**src/rtl/core/tle_pkg.sv**
```systemverilog
package tle_pkg;

  localparam int unsigned MAX_CITIES = 128;
  localparam int unsigned ADDR_W     = $clog2(MAX_CITIES);
  localparam int unsigned IDX_W      = 7;
  localparam int unsigned COORD_BITS = 16;
  localparam int unsigned SQ_W       = 2 * COORD_BITS;
  localparam int unsigned SUM_W      = SQ_W + 1;
  localparam int unsigned ROOT_W     = (SUM_W + 1) / 2;
  localparam int unsigned RAD_W      = 2 * ROOT_W;
  localparam int unsigned REM_W      = ROOT_W + 2;
  localparam int unsigned LEN_W      = 32;

  typedef enum logic {
    REQ_LOAD = 1'b0,
    REQ_TOUR = 1'b1
  } tle_req_type_e;

  typedef logic [COORD_BITS-1:0] tle_coord_t;

  typedef struct packed {
    tle_req_type_e    req_type;
    logic [IDX_W-1:0] city_index;
    tle_coord_t       coord_x;
    tle_coord_t       coord_y;
    logic             is_last;
  } tle_req_t;

  typedef struct packed {
    logic [LEN_W-1:0] tour_length;
    logic             saturated;
  } tle_rsp_t;

  typedef struct packed {
    tle_coord_t x;
    tle_coord_t y;
  } tle_point_t;

  typedef struct packed {
    logic last;
    logic start;
  } tle_tag_t;

  typedef struct packed {
    tle_tag_t   tag;
    tle_coord_t dx_step;
    tle_coord_t dy_step;
    tle_coord_t dx_close;
    tle_coord_t dy_close;
  } tle_diff_t;

  typedef struct packed {
    tle_tag_t          tag;
    logic [ROOT_W-1:0] len_step;
    logic [ROOT_W-1:0] len_close;
  } tle_len_t;

endpackage

```
**src/rtl/core/tle_accum.sv**
```systemverilog
module tle_accum import tle_pkg::*; (
  input  logic     clk_i,
  input  logic     rst_ni,
  input  logic     len_valid_i,
  input  tle_len_t len_i,
  output logic     adv_o,
  output logic     rsp_valid_o,
  input  logic     rsp_stall_i,
  output tle_rsp_t rsp_o
);

  logic [LEN_W-1:0]   run_q;
  logic               sat_q;
  logic [LEN_W-1:0]   base;
  logic               sat_base;
  logic [LEN_W+1:0]   total;
  logic               over;
  logic [LEN_W-1:0]   sum;
  logic               sat_new;
  logic               take;
  logic               rsp_valid_q;
  tle_rsp_t           rsp_q;

  // The pipeline only waits when a finished tour meets a full, stalled output register.
  assign adv_o = !(len_valid_i && len_i.tag.last && rsp_valid_q && rsp_stall_i);
  assign take  = adv_o && len_valid_i;

  // Clamping after each edge equals clamping the whole sum, as all edges are nonnegative.
  always_comb begin
    base     = len_i.tag.start ? '0 : run_q;
    sat_base = len_i.tag.start ? 1'b0 : sat_q;
    total    = (LEN_W + 2)'(base) + (LEN_W + 2)'(len_i.len_step)
             + (LEN_W + 2)'(len_i.len_close);
    over     = |total[LEN_W+1:LEN_W];
    sum      = over ? '1 : total[LEN_W-1:0];
    sat_new  = sat_base || over;
  end

  always_ff @(posedge clk_i or negedge rst_ni) begin
    if (!rst_ni) begin
      run_q       <= '0;
      sat_q       <= 1'b0;
      rsp_valid_q <= 1'b0;
    end else begin
      if (take) begin
        run_q <= sum;
        sat_q <= sat_new;
      end
      if (take && len_i.tag.last) begin
        rsp_valid_q <= 1'b1;
      end else if (!rsp_stall_i) begin
        rsp_valid_q <= 1'b0;
      end
    end
  end

  always_ff @(posedge clk_i) begin
    if (take && len_i.tag.last) begin
      rsp_q.tour_length <= sum;
      rsp_q.saturated   <= sat_new;
    end
  end

  assign rsp_valid_o = rsp_valid_q;
  assign rsp_o       = rsp_q;

endmodule

```
**config.mk**
```make
export PLATFORM = sky130hd
export DESIGN_NAME = tle_accum
export DESIGN_NICKNAME = d
export VERILOG_FILES = /design/src/rtl/core/tle_pkg.sv /design/src/rtl/core/tle_accum.sv
export SDC_FILE = /design/constraint.sdc
export NUM_CORES = 1
export LEC_CHECK = 0
export BUFFER_PORTS_ARGS = -buffer_cell sky130_fd_sc_hd__buf_2
export CORE_ASPECT_RATIO = 0.7
export CORE_MARGIN = 10
export CORE_UTILIZATION = 47
export DETAILED_ROUTE_END_ITERATION = 8
export PLACE_DENSITY = 0.69
export SLEW_MARGIN = 20
export SYNTH_ARGS = -nofsm -noshare
export SYNTH_HDL_FRONTEND = slang
export SYNTH_SLANG_ARGS = --single-unit
```
**constraint.sdc**
```tcl
create_clock -name clk_i -period 4 [get_ports clk_i]
set_input_delay 0.8 -clock clk_i [delete_from_list [all_inputs] [get_ports clk_i]]
set_output_delay 0.8 -clock clk_i [all_outputs]
set_load 0.02 [all_outputs]
```
* Word level (Yosys, flattened, before mapping)
Index checks and enable logic that the tools add are counted.
Word-level totals: bits in registers 67, bits in read-only memories 0, bits of input ports 40, logic and storage cells 21, RAM bits 0, output and inout port bits 35, memories 0, bits in latches 0
Cells by class: multiplexer cells 5, equal/unequal tests 1, bitwise operators 0, $add $sub $neg 2, divide/modulo/power cells 0, $lt $le $gt $ge 0, shifts and indexed selects 0, multiply operators 0, reductions and logical operators 8
Operators with widths (count):
- 32-bit two-way mux | 2
- 33-bit by 17-bit adder with 34-bit output | 1
- 32-bit by 17-bit adder with 33-bit output | 1
- 1-bit logical AND | 5
- 1-bit two-way mux | 3
- 2-bit by 1-bit inequality test with 1-bit output (second input constant) | 1
- 2-bit OR reduction | 1
- 1-bit zero test | 1
- 1-bit logical OR | 1

* Depth between registers and ports, before layout
depth in word-level cells 7, depth in mapped cells 14, depth with buffers taken out 12

* Least setup slack after synthesis
No wires, ideal clock.
kind in2reg, start point input len_i[34] (netlist bit), end point register rsp_q, in the netlist rsp_o[30], data pin, slack 61 ps, arrival time 3676 ps, stages 12, path through clkbuf_1 -> clkbuf_1 -> nor2b_1 -> fa_1 -> ha_1 -> fa_1 -> a21o_1 -> a221oi_1 -> nor3_2 -> o2111ai_2 -> a21boi_0 -> mux2i_1
On the way: word-level cells in the longest chain between the ends 5
Ends and longest elaborated chain:
- from (decl) | line tle_accum.sv:5 | input tle_len_t len_i,
- 32-bit two-way mux (*) | line tle_accum.sv:30 | base = len_i.tag.start ? '0 : run_q;
- 32-bit by 17-bit adder with 33-bit output (*) | line tle_accum.sv:32 | total = (LEN_W + 2)'(base) + (LEN_W + 2)'(len_i.len_step)
- 33-bit by 17-bit adder with 34-bit output (*) | line tle_accum.sv:33 | + (LEN_W + 2)'(len_i.len_close);
- 2-bit OR reduction | line tle_accum.sv:34 | over = |total[LEN_W+1:LEN_W];
- 32-bit two-way mux (*) | line tle_accum.sv:35 | sum = over ? '1 : total[LEN_W-1:0];
- named net sum[29] | line tle_accum.sv:18 | logic [LEN_W-1:0] sum;
- to (decl) | line tle_accum.sv:22 | tle_rsp_t rsp_q;
Mark *: on every way through the listed nets, which the timed path passes. The rest lies on a longest branch. A chain may end at the register's enable or synchronous reset.

* Final worst setup path
start point input len_i[34] (netlist bit), end point register rsp_q, in the netlist rsp_o[12], data pin
The elaborated chain is that of the path after synthesis.

==> impl_metrics.py <==
metrics = {
    "worst_setup_path": {
        "critPathTopFamily": "compound AO/OA/AOI/OAI gates",
        "timing.critical_path.cells": "buf_2 > nor2b_1 > fa_1 > ha_1 > fa_1 > a21o_1 > a221oi_1 > o21ai_0 > a31oi_1 > xor2_1 > nand2_1",
        "cp_max_delay_cell": "sky130_fd_sc_hd__a221oi_1",
        "worstReg2RegEnd": "rsp_o[12]",
        "critical_path.startpoint_type": "input port",
        "critPathMaxStageDelay_ns": 0.47,
        "worst_setup_path_end_kind": "register",
        "critPathMostFrequentCell": "sky130_fd_sc_hd__fa_1",
        "crit_buf_inv": 1,
        "cp_data_arrival_time_ns": 3.78,
        "r2r.worst_path.cells": 10,
        "worstReg2RegStart": "run_q[1]",
        "rrSetupSlack_ns": 0.54,
        "setup.worst_path.class": "in -> reg",
        "critical_path_peak_fanout": 5,
        "worst-endpoint-required_ns": 4.09,
    },
    "route": {
        "totalWireLength_um": 12700,
        "detail-route-antenna-nets": 0,
        "detailroute.via_count": 4079,
        "detail_route.drc_violations": 0,
        "met1_length_um": 6170,
        "post_drt_via_cell_ratio": 5.95,
        "wl_per_cell_um": 18.5,
        "dr_wl_met2_um": 5340,
        "dr.first_iter.drc_count": 471,
        "met3_length_um": 1040,
        "firstDrtPassIters": 5,
        "top_signal_layer_used": "met4",
    },
    "power_and_ir_drop": {
        "pwr_density_cell_nw_per_um2": 640,
        "leakage_nw": 2.43,
        "power.ir.vdd_worst_uv": 358,
    },
    "clocking": {
        "clkTransAtPathRegs_ns": 0.06,
        "postCtsSetupRepairBufs": 0,
        "tritoncts_clock_tree": "yes",
        "max-clock-path-buffers": 2,
        "postCtsResizedCells": 0,
        "clock_latency_ns": 0.34,
        "cts_root_buf": "sky130_fd_sc_hd__clkbuf_16",
        "cts.sinks": 67,
        "cts-buffers-inserted": 9,
        "cts_hold_repair.buffers": 0,
        "htree_num_levels": 3,
    },
    "yosys": {
        "yosys_register_bits": 67,
        "yosysWarningCount": 0,
        "synth_ff_type": "sky130_fd_sc_hd__dfrtp_1",
        "synth_cell_types": 73,
        "synthArstFlopShare": 0.507,
        "share_of_yosys_cell_area_claimed_by_the_top_area_cell_type": 0.207,
        "synth_top_area_cell": "sky130_fd_sc_hd__edfxtp_1",
        "post_synthesis_instance_area_um2": 4790,
        "synthesis.nets": 549,
        "synth_edf_count": 33,
        "netlist_top_cells_count": "sky130_fd_sc_hd__nand2_1 (49), sky130_fd_sc_hd__nor2_1 (40), sky130_fd_sc_hd__dfrtp_1 (34)",
        "syn-instance-count": 474,
        "synth_sequential_area_ratio": 0.384,
        "synthTopCellsByArea": "sky130_fd_sc_hd__edfxtp_1 (21%), sky130_fd_sc_hd__dfrtp_1 (18%), sky130_fd_sc_hd__fa_1 (7.5%)",
        "postSynthAreaPerCell_um2": 10.1,
        "most_frequent_cell_after_synthesis": "sky130_fd_sc_hd__nand2_1",
    },
    "floorplanning": {
        "floorplan.die_area_um2": 14700,
        "fp-row-count": 30,
        "die_width_um": 141,
        "core_region_area_um2": 9830,
        "design.portCount": 75,
        "initial_core_utilization": 0.487,
        "die_h_um": 104,
    },
    "placed_design": {
        "placedInstanceArea_um2": 5330,
        "portBuffers": 74,
        "gp_routability_congestion": 0.918,
        "detailed_place_hpwl_um": 9470,
        "preCtsSetupSlack_ns": -0.0000409,
        "dp.cells": 668,
    },
    "global_route": {
        "number_of_antenna_violations_at_the_first_check_in_global_routing": 1,
        "maximum_number_of_pins_on_one_net_before_global_route_repair": 50,
        "grt_pass1_wl_um": 21100,
        "via_count_of_the_first_global_routing_pass": 4104,
        "globalRouteTotalUtil": 0.174,
        "globalRouteOverflowTotal": 0,
    },
    "min_path": {
        "hold_path.class": "reg -> reg",
        "hold_path_startpoint": "run_q[1]",
        "hold_depth": 1,
        "whs_endpoint": "run_q[1]",
    },
    "job": {
        "drv_cap": 0,
    },
    "sta": {
        "final.setup.tns_ns": 0,
        "fin_worst_skew_ns": 0.00825,
        "min_period_ns": 3.69,
        "setup-violations-final": 0,
        "post-route-worst-setup-slack_ns": 0.305,
        "tightestPinTransition_ns": 0.843,
        "max_slew_violation_count": 0,
        "timing.final.crit_share": 0.924,
        "rsz0062_at_grt": "false",
        "final-hold-violation-count": 0,
        "max_freq_mhz": 271,
        "slew_headroom": 0.438,
    },
    "cells_and_area": {
        "syn2layout_area_growth_pct": 17.8,
        "post_route_cells_drive_above_1_share": 0.252,
        "final-instance-count-excl-fill": 685,
        "nets": 626,
        "layout.cell_area.non_filler_um2": 5640,
    },
    "outcome": {
        "run_status": "completed",
    },
}
## power by group
part           switching, mW  internal [mW]  leakage, nW  total, mW
sequential            0.0974          0.951        0.733       1.05
clock                  0.306          0.544        0.157      0.850
combinational           1.03          0.678         1.54       1.71
total                   1.44           2.17         2.43       3.61
## flip-flops by register name, summed over array words and instances, names as in the netlist
signal	count
rsp_valid_o	1
sat_q	1
rsp_o	33
run_q	32
## how the worst max path moves through the flow
stage / slack, ns / depth (start not counted) / to / from
after global routing: 0.11 / 11 / rsp_o[12] / len_i[34]
after floorplan: 0.06 / 12 / rsp_o[30] / len_i[34]
after CTS: 0.34 / 11 / rsp_o[12] / len_i[34]
after detailed placement: -0.00004 / 11 / rsp_o[12] / len_i[34]
after global placement: 0.16 / 11 / rsp_o[12] / len_i[34]
final: 0.31 / 11 / rsp_o[12] / len_i[34]
## per-stage QoR
stage | hold WS [ns] | power [mW] | utilization
4_1_cts | 0.514 | 3.61 | 0.574
3_5_place_dp | 0.500 | 2.75 | 0.541
2_1_floorplan | 0.473 | 2.35 | -
6_report | 0.508 | 3.61 | 0.574
5_1_grt | 0.543 | 3.85 | 0.574
3_3_place_gp | 0.483 | 2.69 | 0.541
## cell usage in the layout, fill, tap and decap left out, types with 4 or more instances in the layout
master and n:
sky130_fd_sc_hd__buf_2 74, sky130_fd_sc_hd__nand2_1 49, sky130_fd_sc_hd__nor2_1 40, sky130_fd_sc_hd__dfrtp_1 34
sky130_fd_sc_hd__edfxtp_1 33, sky130_fd_sc_hd__nand3_1 30, sky130_fd_sc_hd__a21oi_1 27, sky130_fd_sc_hd__nor2b_1 20
sky130_fd_sc_hd__buf_4 19, sky130_fd_sc_hd__fa_1 18, sky130_fd_sc_hd__ha_1 17, sky130_fd_sc_hd__inv_1 14
sky130_fd_sc_hd__a31oi_1 12, sky130_fd_sc_hd__o21ai_0 11, sky130_fd_sc_hd__xnor2_1 10, sky130_fd_sc_hd__a21o_1 9
sky130_fd_sc_hd__o2111ai_1 9, sky130_fd_sc_hd__clkbuf_16 9, sky130_fd_sc_hd__o211ai_1 8, sky130_fd_sc_hd__and3_1 7
sky130_fd_sc_hd__nand4_1 6, sky130_fd_sc_hd__nor3_1 5, sky130_fd_sc_hd__nor4_1 5, sky130_fd_sc_hd__xor2_1 5
sky130_fd_sc_hd__a31oi_2 5, sky130_fd_sc_hd__o221ai_1 4, sky130_fd_sc_hd__mux2i_1 4, sky130_fd_sc_hd__a41oi_1 4
sky130_fd_sc_hd__and2_1 4
## cells by family (layout without fill, tap and decap cells)
logic type,after synthesis,in the layout,share of synthesized area
buffers and inverters,43,125,0.0507
muxes,8,8,0.0185
AOI/OAI and AO/OA,121,121,0.197
adders and majority gates,35,35,0.120
other,0,1,0
DFF,67,67,0.384
and+or+nand+nor,185,185,0.203
xor gates and xnor gates,15,15,0.0274
## layout make-up
class | count | area (um2)
inverters | 14 | 52.6
diodes | 1 | 2.50
repair buffers | 95 | 553
clock buffers | 9 | 225
well taps | 128 | 160
fillers | 844 | 4190
flip-flops and latches | 67 | 1840
multi-input cells | 364 | 2720
clock inverters | 7 | 91.3
## metal layers
metal | GRT usage | up-vias
li1 | - | 1924
met5 | 0 | -
met1 | 0.248 | 1961
met4 | 0.0493 | 0
met2 | 0.247 | 182
met3 | 0.0488 | 12
Power figures use the tool's default switching activity.
