==> src/rtl/core/tle_pkg.sv <==
package tle_pkg;

  localparam int unsigned MAX_CITIES = 128;
  localparam int unsigned ADDR_W     = $clog2(MAX_CITIES);
  localparam int unsigned IDX_W      = 7;
  localparam int unsigned COORD_BITS = 16;
  localparam int unsigned SQ_W       = 2 * COORD_BITS;
  localparam int unsigned SUM_W      = SQ_W + 1;
  localparam int unsigned ROOT_W     = (SUM_W + 1) / 2;
  localparam int unsigned RAD_W      = 2 * ROOT_W;
  localparam int unsigned REM_W      = ROOT_W + 2;
  localparam int unsigned LEN_W      = 32;

  typedef enum logic {
    REQ_LOAD = 1'b0,
    REQ_TOUR = 1'b1
  } tle_req_type_e;

  typedef logic [COORD_BITS-1:0] tle_coord_t;

  typedef struct packed {
    tle_req_type_e    req_type;
    logic [IDX_W-1:0] city_index;
    tle_coord_t       coord_x;
    tle_coord_t       coord_y;
    logic             is_last;
  } tle_req_t;

  typedef struct packed {
    logic [LEN_W-1:0] tour_length;
    logic             saturated;
  } tle_rsp_t;

  typedef struct packed {
    tle_coord_t x;
    tle_coord_t y;
  } tle_point_t;

  typedef struct packed {
    logic last;
    logic start;
  } tle_tag_t;

  typedef struct packed {
    tle_tag_t   tag;
    tle_coord_t dx_step;
    tle_coord_t dy_step;
    tle_coord_t dx_close;
    tle_coord_t dy_close;
  } tle_diff_t;

  typedef struct packed {
    tle_tag_t          tag;
    logic [ROOT_W-1:0] len_step;
    logic [ROOT_W-1:0] len_close;
  } tle_len_t;

endpackage

==> src/rtl/core/tle_dist_pipe.sv <==
module tle_dist_pipe import tle_pkg::*; (
  input  logic      clk_i,
  input  logic      rst_ni,
  input  logic      adv_i,
  input  logic      diff_valid_i,
  input  tle_diff_t diff_i,
  output logic      len_valid_o,
  output tle_len_t  len_o
);

  localparam int unsigned NUM_LANES = 2;

  typedef struct packed {
    logic [RAD_W-1:0]  rad;
    logic [REM_W-1:0]  rem;
    logic [ROOT_W-1:0] root;
  } tle_sqrt_t;

  tle_coord_t        dx_in [NUM_LANES];
  tle_coord_t        dy_in [NUM_LANES];
  logic              sq_valid_q;
  tle_tag_t          sq_tag_q;
  logic [SQ_W-1:0]   sqx_q [NUM_LANES];
  logic [SQ_W-1:0]   sqy_q [NUM_LANES];
  logic              sum_valid_q;
  tle_tag_t          sum_tag_q;
  logic [SUM_W-1:0]  sum_q [NUM_LANES];
  logic [ROOT_W-1:0] st_valid_q;
  tle_tag_t          st_tag_q [ROOT_W];
  tle_sqrt_t         st_q [NUM_LANES][ROOT_W];
  tle_sqrt_t         st_d [NUM_LANES][ROOT_W];
  logic [ROOT_W-1:0] len_d [NUM_LANES];
  logic              len_valid_q;
  tle_len_t          len_q;

  // One result bit per stage of a restoring square root.
  function automatic tle_sqrt_t sqrt_step(input tle_sqrt_t a);
    tle_sqrt_t        r;
    logic [REM_W-1:0] rem_sh;
    logic [REM_W-1:0] trial;
    rem_sh = {a.rem[REM_W-3:0], a.rad[RAD_W-1 -: 2]};
    trial  = {a.root, 2'b01};
    r.rad  = {a.rad[RAD_W-3:0], 2'b00};
    if (rem_sh >= trial) begin
      r.rem  = rem_sh - trial;
      r.root = {a.root[ROOT_W-2:0], 1'b1};
    end else begin
      r.rem  = rem_sh;
      r.root = {a.root[ROOT_W-2:0], 1'b0};
    end
    return r;
  endfunction

  assign dx_in[0] = diff_i.dx_step;
  assign dy_in[0] = diff_i.dy_step;
  assign dx_in[1] = diff_i.dx_close;
  assign dy_in[1] = diff_i.dy_close;

  always_comb begin
    for (int l = 0; l < NUM_LANES; l++) begin
      st_d[l][0] = sqrt_step(tle_sqrt_t'{rad: RAD_W'(sum_q[l]), rem: '0, root: '0});
      for (int k = 1; k < ROOT_W; k++) begin
        st_d[l][k] = sqrt_step(st_q[l][k-1]);
      end
    end
  end

  // The root is rounded up when the remainder exceeds it, since s > r*(r+1) then.
  always_comb begin
    for (int l = 0; l < NUM_LANES; l++) begin
      len_d[l] = st_q[l][ROOT_W-1].root
               + ROOT_W'(st_q[l][ROOT_W-1].rem > REM_W'(st_q[l][ROOT_W-1].root));
    end
  end

  always_ff @(posedge clk_i or negedge rst_ni) begin
    if (!rst_ni) begin
      sq_valid_q  <= 1'b0;
      sum_valid_q <= 1'b0;
      st_valid_q  <= '0;
      len_valid_q <= 1'b0;
    end else if (adv_i) begin
      sq_valid_q  <= diff_valid_i;
      sum_valid_q <= sq_valid_q;
      st_valid_q  <= {st_valid_q[ROOT_W-2:0], sum_valid_q};
      len_valid_q <= st_valid_q[ROOT_W-1];
    end
  end

  always_ff @(posedge clk_i) begin
    if (adv_i) begin
      sq_tag_q  <= diff_i.tag;
      sum_tag_q <= sq_tag_q;
      for (int l = 0; l < NUM_LANES; l++) begin
        sqx_q[l] <= SQ_W'(dx_in[l]) * SQ_W'(dx_in[l]);
        sqy_q[l] <= SQ_W'(dy_in[l]) * SQ_W'(dy_in[l]);
        sum_q[l] <= SUM_W'(sqx_q[l]) + SUM_W'(sqy_q[l]);
      end
      st_q        <= st_d;
      st_tag_q[0] <= sum_tag_q;
      for (int k = 1; k < ROOT_W; k++) begin
        st_tag_q[k] <= st_tag_q[k-1];
      end
      len_q.tag       <= st_tag_q[ROOT_W-1];
      len_q.len_step  <= len_d[0];
      len_q.len_close <= len_d[1];
    end
  end

  assign len_valid_o = len_valid_q;
  assign len_o       = len_q;

endmodule

==> config.mk <==
export PLATFORM = sky130hd
export DESIGN_NAME = tle_dist_pipe
export DESIGN_NICKNAME = d
export VERILOG_FILES = /design/src/rtl/core/tle_pkg.sv /design/src/rtl/core/tle_dist_pipe.sv
export SDC_FILE = /design/constraint.sdc
export NUM_CORES = 2
export LEC_CHECK = 0
export ABC_AREA = 1
export BUFFER_PORTS_ARGS = -buffer_cell sky130_fd_sc_hd__buf_4
export CORE_MARGIN = 3
export CORE_UTILIZATION = 65
export DETAILED_ROUTE_END_ITERATION = 10
export PLACE_DENSITY_LB_ADDON = 0.2
export SYNTH_ARGS = -nofsm -noshare
export SYNTH_HDL_FRONTEND = slang
export SYNTH_SLANG_ARGS = --single-unit
==> constraint.sdc <==
create_clock -name clk_i -period 3.9 [get_ports clk_i]
set_input_delay 0.195 -clock clk_i [delete_from_list [all_inputs] [get_ports clk_i]]
set_output_delay 0.195 -clock clk_i [all_outputs]
set_load 0.03 [all_outputs]
# Word-level counts from Yosys, hierarchy flattened
# Memory sizes are Yosys's and may differ from the RTL's. A register that Yosys moved wholly into a read port is not among the register bits.
# Cells that the tools add are included.
# W data, S select, Z words.
word_totals:
  ramBits: 228
  inputBits: 70
  word_cells: 230
  out_inout_bits: 37
  romBits: 0
  mem_count: 4
  latch_bits: 0
  reg_bits: 1732
mem_list:
  columns: ["name", "depth", "word_bits", "rd", "rd_clocked_by_memory_dff", "write_ports", "line", "rtl"]
  rows:
  - ["sum_q", 2, 33, 2, 0, 2, "tle_dist_pipe.sv:27", "logic [SUM_W-1:0] sum_q [NUM_LANES];"]
  - ["sqx_q", 2, 32, 2, 0, 2, "tle_dist_pipe.sv:23", "logic [SQ_W-1:0] sqx_q [NUM_LANES];"]
  - ["sqy_q", 2, 32, 2, 0, 2, "tle_dist_pipe.sv:24", "logic [SQ_W-1:0] sqy_q [NUM_LANES];"]
  - ["st_tag_q", 17, 2, 17, 1, 17, "tle_dist_pipe.sv:29", "tle_tag_t st_tag_q [ROOT_W];"]
classes:
  n_lt_le_gt_ge: 36
  addsub: 38
  n_reduce_logical: 0
  div_mod_pow: 0
  n_mux: 36
  n_mul: 4
  n_eq_ne: 0
  shifts: 0
  bitwise_logic: 0
ops:
  columns: ["cell", "count"]
  rows:
  - ["$mux W34", 30]
  - ["$ge A19 B19 Y1", 32]
  - ["$sub A17 B17 Y17", 30]
  - ["$mul A16 B16 Y32", 4]
  - ["$mux W36", 2]
  - ["$add A32 B32 Y33", 2]
  - ["$gt A19 B17 Y1", 2]
  - ["$sub A19 B19 Y19", 2]
  - ["$mux W18", 2]
  - ["$add A17 B1 Y17", 2]
  - ["$sub A1 B1 Y2 const B", 2]
  - ["$ge A1 B1 Y1 const B", 2]
  - ["$mux W1", 2]

# Depth between registers and ports, before layout
# An unclocked memory read counts as a cell.
depth:
  depth_word: 3
  mapped_depth: 27
  mapped_depth_nobuf: 25

# Worst setup path before layout
# Ideal clock, no wire load.
synth_path:
  kind: "input port to flip-flop"
  start: "in diff_i[55] (netlist name)"
  end: "mem sqx_q[0][28] (netlist name), data pin"
  setup_slack_ns: -1.556
  t_arrival_ns: 5.204
  cell_stages: 23
  path_buffers: 2
  path_cell_list: "clkbuf_1 clkbuf_1 inv_1 fa_1 inv_1 fa_1 inv_1 fa_1 inv_1 fa_1 fa_1 inv_1 fa_1 inv_1 ha_1 nand2_1 inv_1 a21oi_1 o21ai_0 a21oi_1 nand2_1 nand2_1 nand2_1"
synth_lines:
  columns: ["item", "line", "rtl"]
  rows:
  - ["start: declaration", "tle_dist_pipe.sv:6", "input tle_diff_t diff_i,"]
  - ["end: declaration", "tle_dist_pipe.sv:23", null]

==> results.ini <==
[cts]
numCtsBuffers = 173
clkLatencyLatePin_ns = 0.82
cts_tree = built
clkSinkCount = 1670
cts-root-buf = clkbuf_16
cts_buffer_depth = 3
path_clk_slew_ns = 0.07
htree_levels = 4

[worst_setup_path]
end_kind = flop
slowest_delay_ns = 0.52
cp.required_ns = 4.47
arrival_ns = 5.01
cp.buffers_inverters = 7
worstPathMaxFanout = 5
r2r_end = len_o[33]
crit_slowest_cell = fa_1
worstPathCellList = buf_12, buf_8, nand2_4, fa_1, buf_4, fa_1, inv_2, fa_1, fa_2, fa_1, inv_1, fa_1, inv_2, ha_4, nand2_1, nand2_1, o21bai_4, inv_1, nand2_1, nand2_1, nand3_1, nand2_1, nand2_1
crit_type = input pin to flop
reg2reg_from = st_q[1196]
cp_top_family = adder cells
critPathLaunchType = input pin
reg2reg_slack_ns = 0.34
reg2regPathDepth = 18
worst_path_most_repeated_cell = nand2_1

[sta]
setup_violations = 90
finalCritPeriodShare_pct = 114
final_hold_viol_count = 0
finClkSkew_ns = 0.0320
tightest_slew_ns = 0.945
fin_crit_ns = 4.44
holdWs_ns = 0.0938
rsz0062_at_grt = true
timing.final.ws_setup_ns = -0.540
slew_violations = 0
fmaxAchievable_mhz = 225
relSlewSlack_pct = 36.3

[place]
dp.cells = 15900
hpwl_um = 216000
place_ws_ns = -1.32
port_buffers = 106
gp_congestion = 0.958

[synth]
synth_top_family_by_area = adder cells
synth-seq-area-share_pct = 43.1
netlist_area_um2 = 116000
synth.most_common_cell = nand2_1
synth.distinct_cells = 51
synth_flop_cell = edfxtp_1
yosysTopAreaCellShare_pct = 42.6
synth_xor_area_share_pct = 2.74
ys_ff_latch = 1670
synth-compound-area-share_pct = 4.57
yosys-top-cells-area = edfxtp_1, nand2_1, fa_1
synth-async-reset-ratio_pct = 1.20
synthMuxAreaShare_pct = 0.0194
syn-mean-instance-area_um2 = 8.96
synth_cells = 13000
synthSimpleGateAreaFrac_pct = 19.7
synth_common_cells = nand2_1, inv_1, edfxtp_1, ha_1, nor2_1
synth-edff-count = 1650
synthAdderAreaFrac_pct = 20.4
yosys_warnings = 0
synth_area_leader_cell = edfxtp_1

[routing]
drtIter0Drc = 8060
drcViolationCount = 0
wl_per_cell_um = 18.3
antenna_left = 0
vias = 91200
wl_um = 298000
vias_per_cell = 5.59
firstDrtPassIters = 8

[finish]
regArea_um2 = 50000
multi_input_area_um2 = 60300
area_growth_pct = 18.3
diodes = 0
finalNetCount = 15400
fillCellCount = 11200
finalNonFillerCells = 16300
final_core_util_pct = 77.7
drive_above_1_share_pct = 16.0

[floorplan]
die_w_um = 429
die-area_um2 = 184000
start_util_pct = 65.7
io_pins = 107
die_y_um = 429
core_area_um2 = 177000
row_count = 154

[hold_path]
hold_depth = 5
min-delay-start = diff_i[49]
hold_class = input pin to flop
min_to = sqx_q[0][2]

[global_routing]
grt_pass1_wl_um = 463000
overflow = 0
grt_max_degree = 129
grt_pass1_vias = 92100
grt_usage_pct = 31.2
antenna_found_initial = 1

[status]
violations = setup timing
outcome = finished with violations

[run]
drv_cap = 0

per-layer routing:
layer  vias to the layer above  GRT usage (%)  share of wire (%)
met5                         -              0             0.0040
met4                         2           13.0                5.2
met3                      1066           3.60                5.7
met2                      3637           55.7                 51
met1                     43500           38.6                 38
li1                      43000              -                  -
layout make-up:
class                   count  area share (%)
clock buffers             208            3.29
clock inverters           110           0.976
inverters                2671            7.31
multi-input cells        8434            43.9
flip-flops and latches   1670            36.4
well taps                2340            2.13
repair buffers            873            5.95
logic make-up (layout without fill, tap and decap cells):
family | Yosys count | count (layout)
other | 1 | 2
and+or+nand+nor | 5565 | 5565
buffers and inverters | 2864 | 3862
adders and majority gates | 1505 | 1505
xor gates and xnor gates | 364 | 364
AOI/OAI and AO/OA | 996 | 996
DFF | 1670 | 1670
muxes | 2 | 2
stage by stage:
stage	instance area, um2	setup TNS, ns
after detailed placement	126000	-111.33
final	137000	-28.19
after global placement	126000	-104.43
after floorplan	120000	-75.23
after global routing	137000	-35.75
after CTS	135000	-13.62
worst max path at each step:
| stage | startpoint | depth (start not counted) | endpoint | slack (ns) |
|---|---|---|---|---|
| global route | diff_i[33] | 23 | sqy_q[0][30] | -0.59 |
| floorplan | diff_i[10] | 26 | sqy_q[0][62] | -0.97 |
| finish | diff_i[2] | 23 | sqy_q[0][57] | -0.54 |
| global placement | diff_i[56] | 23 | sqx_q[0][30] | -1.25 |
| CTS | diff_i[5] | 23 | sqy_q[0][61] | -0.27 |
| detailed placement | diff_i[58] | 20 | sqx_q[0][29] | -1.32 |
worst register-to-register path, cell delays in order (launching register included):
cell and delay (ns):
edfxtp_1 0.42, inv_1 0.10, ha_1 0.31, nand2_1 0.07
o21ai_0 0.22, nand2_1 0.08, nand3_1 0.09, nand2_1 0.06
nand3_1 0.08, nand2_1 0.07, inv_1 0.06, ha_1 0.18
ha_1 0.20, nand3_1 0.13, nor3_1 0.40, nand2_1 0.20
nor3_1 0.38, nand2_1 0.11, xor2_1 0.17
state kept, by name (all words and copies together) (netlist names), 2 cells and up:
| signal | count |
|---|---|
| st_q | 906 |
| st_d | 480 |
| sum_q | 66 |
| sqx_q | 62 |
| sqy_q | 62 |
| len_o | 36 |
| st_tag_q | 34 |
| st_valid_q | 17 |
| sq_tag_q | 2 |
| sum_tag_q | 2 |
placed cells by master, fill, tap and decap left out, types with 17 or more instances in the layout:
cell          n
buf_4       661
ha_1        744
ha_4         95
nor2_1      671
fa_2         50
buf_12       62
o21ai_0     322
and2_1       22
nand3_1     685
o21bai_1     43
xor2_1      256
xnor2_1      88
nor2_4       73
nand2_1    3263
clkbuf_16   177
nand4_1     128
nand3_2      50
a21o_1       17
a21oi_2      46
bufinv_16    22
buf_6        98
inv_1      2459
edfxtp_1   1650
clkinv_1     25
fa_1        604
a21oi_4      35
dfrtp_1      20
clkbuf_1     31
buf_8        29
a21oi_1     452
clkinv_2     32
nand2_4     144
nand2_2     227
inv_2       202
nand3b_1     56
nor2_2       40
nor3_1      106
o21ai_1      20
what timing repair did:
action / CTS / global route
cloned: 6 / 2
gates resized for setup: 580 / 545
pin swaps: 328 / 423
buffers inserted: 53 / 70
endpoints found under the setup margin: 87 / 92
endpoints found under the hold margin: 50 / 0
hold buffers: 11 / 0
Power is not shown: default switching activity piles up to over one toggle a cycle in this logic, so the estimate is an artifact.
